<file path="src/design/krt_pkg.sv">
// ----------------------------------------------------------------------------
// krt_pkg
// Shared types, codes and helpers for the keyed residency table.
// ----------------------------------------------------------------------------
package krt_pkg;

	localparam int CAPACITY_DEF = 64;
	localparam int KEY_W        = 32;
	localparam int RES_W        = 2;
	localparam int REQ_W        = 3;
	localparam int STATUS_W     = 3;
	localparam int COUNT_W      = 7;

	// Request codes; unused codes behave as a lookup
	localparam logic [REQ_W-1:0] REQ_CREATE = 3'd0;
	localparam logic [REQ_W-1:0] REQ_REMOVE = 3'd1;
	localparam logic [REQ_W-1:0] REQ_SET    = 3'd2;
	localparam logic [REQ_W-1:0] REQ_LOOKUP = 3'd3;
	localparam logic [REQ_W-1:0] REQ_CLEAR  = 3'd4;

	// Response status codes
	localparam logic [STATUS_W-1:0] STS_OK       = 3'd0;
	localparam logic [STATUS_W-1:0] STS_EXISTS   = 3'd1;
	localparam logic [STATUS_W-1:0] STS_MISSING  = 3'd2;
	localparam logic [STATUS_W-1:0] STS_BAD_STEP = 3'd3;
	localparam logic [STATUS_W-1:0] STS_FULL     = 3'd4;

	localparam logic [RES_W-1:0] RES_UNLOADED = 2'd0;

	typedef enum logic [1:0] {
		CTRL_IDLE,
		CTRL_SCAN,
		CTRL_COMMIT
	} ctrl_state_t;

	typedef struct packed {
		logic start;
		logic scan;
		logic commit;
	} dp_cmd_t;

	typedef struct packed {
		logic scan_done;
		logic out_free;
	} dp_sts_t;

	// Residency may hold or advance one step around the cycle
	function automatic logic step_allowed(input logic [RES_W-1:0] cur,
			input logic [RES_W-1:0] nxt);
		logic [RES_W-1:0] adv;
		adv = cur + RES_W'(1);
		return (nxt == cur) || (nxt == adv);
	endfunction

endpackage

</file>
<file path="src/design/krt_ctrl.sv">
// ----------------------------------------------------------------------------
// krt_ctrl
// Request sequencer: accept, scan the table, commit into the response register.
// ----------------------------------------------------------------------------
module krt_ctrl (
	input  logic              clk,
	input  logic              arst_n,
	input  logic              req_valid,
	output logic              req_stall,
	output krt_pkg::dp_cmd_t  cmd,
	input  krt_pkg::dp_sts_t  sts
);

	krt_pkg::ctrl_state_t state_q, state_nxt;

	always_ff @(posedge clk or negedge arst_n) begin
		if (!arst_n) begin
			state_q <= krt_pkg::CTRL_IDLE;
		end else begin
			state_q <= state_nxt;
		end
	end

	always_comb begin
		state_nxt  = state_q;
		cmd        = '0;
		req_stall  = 1'b1;
		unique case (state_q)
			krt_pkg::CTRL_IDLE: begin
				req_stall = 1'b0;
				if (req_valid) begin
					cmd.start = 1'b1;
					state_nxt = krt_pkg::CTRL_SCAN;
				end
			end
			krt_pkg::CTRL_SCAN: begin
				cmd.scan = 1'b1;
				if (sts.scan_done) begin
					state_nxt = krt_pkg::CTRL_COMMIT;
				end
			end
			krt_pkg::CTRL_COMMIT: begin
				// hold until the response register can take the result
				if (sts.out_free) begin
					cmd.commit = 1'b1;
					state_nxt  = krt_pkg::CTRL_IDLE;
				end
			end
			default: begin
				state_nxt = krt_pkg::CTRL_IDLE;
			end
		endcase
	end

endmodule

</file>
<file path="config.mk">
export PLATFORM = sky130hd
export DESIGN_NAME = krt_ctrl
export DESIGN_NICKNAME = d
export VERILOG_FILES = /design/src/design/krt_pkg.sv /design/src/design/krt_ctrl.sv
export SDC_FILE = /design/constraint.sdc
export NUM_CORES = 1
export LEC_CHECK = 0
export BUFFER_PORTS_ARGS = -buffer_cell sky130_fd_sc_hd__buf_4
export CORE_AREA = 2 2 39 41
export DETAILED_ROUTE_END_ITERATION = 10
export DIE_AREA = 0 0 41 43
export PLACE_DENSITY_LB_ADDON = 0.2
export REMOVE_ABC_BUFFERS = 1
export SYNTH_ARGS = -nofsm -noshare
export SYNTH_HDL_FRONTEND = slang
export SYNTH_SLANG_ARGS = --single-unit
</file>
<file path="constraint.sdc">
create_clock -name clk -period 1.39 [get_ports clk]
set_clock_uncertainty 0.05 [all_clocks]
set_input_delay 0.278 -clock clk [delete_from_list [all_inputs] [get_ports clk]]
set_output_delay 0.278 -clock clk [all_outputs]
set_load 0.01 [all_outputs]
</file>
==> results.json <==
{
  "p_leak_nw": 0.1287,
  "power_frac_clock": 0.245,
  "drtAntennaViolNets": 0,
  "critPathMaxFanout": 2,
  "yosys.area.top_type_share": 0.4040,
  "slew_violations": 0,
  "drc_errors": 0,
  "antenna_found_initial": 0,
  "period_needed_ns": 1.366,
  "syn_avg_cell_area_sq_um": 9.528,
  "synthArstFlopShare": 1.000,
  "synth_seq_cells": 2,
  "port_buffers": 8,
  "wl_um": 332,
  "die_h_um": 43,
  "clk_pin_slew_ns": 0.03,
  "drt-wirelength-per-cell_um": 7.905,
  "clk_latency_ns": 0.22,
  "synth_area_leaders": "dfrtp_1, nor2b_4, nor3b_2",
  "post-synth-top-count-cell": "nor2_1",
  "die_area_sq_um": 1763,
  "final_util": 0.1763,
  "power_density_nw_per_um2": 2107,
  "rows": 14,
  "synthCells": 13,
  "ir_worst_vdd_v": 0.0003800,
  "fmax_mhz": 732.1,
  "synth_area_sq_um": 123.9,
  "min_period_over_period": 0.9827,
  "final_layout_size_suffix_gt1_frac": 0.5769,
  "yosysUniqueCellTypes": 10,
  "grt_max_degree": 6,
  "critPathArrivalTime_ns": 1.04,
  "first_iter_violations": 0,
  "synth_seq_area_share": 0.4040,
  "clock_sinks": 2,
  "num_vias": 136,
  "outcome": "complete, no violations",
  "instances_no_fill": 42,
  "timing.final.hold_violations": 0,
  "largest-register": "state_q",
  "cts_root_buf": "clkbuf_4",
  "rsz0062_at_grt": "true",
  "grt_pass1_wl_um": 489,
  "synthesis.yosys.warnings": 0,
  "grt_use_total": 0.04518,
  "cts_tree": "yes",
  "initial_core_util": 0.08951,
  "htree_levels": 1,
  "via_per_inst": 3.238,
  "place_congestion": 0.5090,
  "power_mw": 0.5140,
  "cp.required_ns": 1.06,
  "area_growth_pct": 96.97,
  "swShare": 0.3285,
  "setup-tns-final_ns": 0,
  "hp-class": "in -> reg",
  "coreArea_sq_um": 1384,
  "ios": 9,
  "finalSetupViolCount": 0,
  "gr-total-overflow": 0,
  "nets": 33,
  "dp_hpwl_um": 227.7,
  "synth_largest_area_cell": "dfrtp_1",
  "drv_cap": 0,
  "cp-end-kind": "output port",
  "die_w_um": 41,
  "first_pass_iters": 1,
  "p_switching_mw": 0.1688,
  "antenna_cells": 0,
  "reg_top3": "state_q (2)",
  "largest_register_ffs": 2,
  "max-slew-margin-rel": 0.8402,
  "combPwrFrac": 0.559,
  "dpl.cell_count": 36,
  "tightest_slew_ns": 0.2382,
  "synthTopCellsByCount": "nor2_1, dfrtp_1",
  "post_cts_resized": 0,
  "cts_buffers": 3,
  "intPower_mw": 0.3452,
  "grt_pass1_vias": 139,
  "crit_path_start_kind": "register",
  "synth_flop_cell": "dfrtp_1",
  "seqPwrFrac": 0.196,
  "critPathKind": "reg -> out",
  "clockBufferDepth": 2,
  "synth_edf_count": 0
}
==> power groups by stage <==
stage	registers (mW)	clock network, mW	logic (mW)
after CTS	0.100	0.138	0.289
after global routing	0.106	0.135	0.319
after global placement	0.128	0	0.212
after floorplan	0.123	0	0.116
after detailed placement	0.130	0	0.213
final	0.101	0.126	0.287
==> path summary, 6_finish.rpt <==
check	to	start	depth (start not counted)	slack, ns
min reg2reg	state_q[0]	state_q[1]	2	0.52
min	state_q[0]	sts[1]	2	0.21
min in group asynchronous	state_q[1]	arst_n	2	0.32
max in group asynchronous	state_q[0]	arst_n	2	0.88
max reg2reg	state_q[1]	state_q[1]	3	0.41
max	cmd[2]	state_q[0]	3	0.02
==> per-stage QoR <==
stage / worst slack (ns) / hold slack (ns) / cell area, sq um
CTS: 0.008341 / 0.1988 / 244.0
finish: 0.02400 / 0.2145 / 244.0
global placement: 0.1894 / 0.01117 / 196.4
floorplan: 0.1907 / -0.06759 / 116.4
detailed placement: 0.1777 / 0.01247 / 196.4
global route: -0.06351 / 0.2103 / 244.0
==> cell families after synthesis <==
family	Yosys count	share of synthesized area
simple gates	7	0.3838
flops	2	0.4041
compound gates	2	0.1213
buf+inv	2	0.09090
==> critical path, stage by stage, from the launching register on <==
cell and delay [ns]:
dfrtp_1 0.37, or2_1 0.24, nor2_1 0.09, buf_4 0.12
==> final cells by class <==
type	instances	area, sq um
fill	156	1140
sequential	2	50.05
clock buffer	3	22.52
inverter	1	3.754
timing repair buffer	11	85.08
multi-input combinational	9	62.56
tap	16	20.02
==> placed cells by master (no fill, tap or decap), drive strengths merged <==
cell type,netlist,final
dlygate4sd3,0,1
nor3b,1,1
or2,1,1
buf,1,10
nand2,1,1
nor2b,1,1
inv,1,1
clkbuf,0,3
a21o,1,1
nor2,3,3
dfrtp,2,2
a211oi,1,1
==> routing by layer <==
metal	up-vias	track usage	share of wire
met3	0	0.02094	0.20
met4	0	0.06000	0
met1	60	0.05466	0.39
met2	9	0.04688	0.41
li1	67	-	-
met5	-	0	0
==> what timing repair did <==
action                                  CTS  global route
hold endpoints to repair                  2             0
hold buffers                              1             0
endpoints found under the setup margin    2             1
setup buffers                             2             0
No activity file was read; power rests on OpenSTA's default activity.
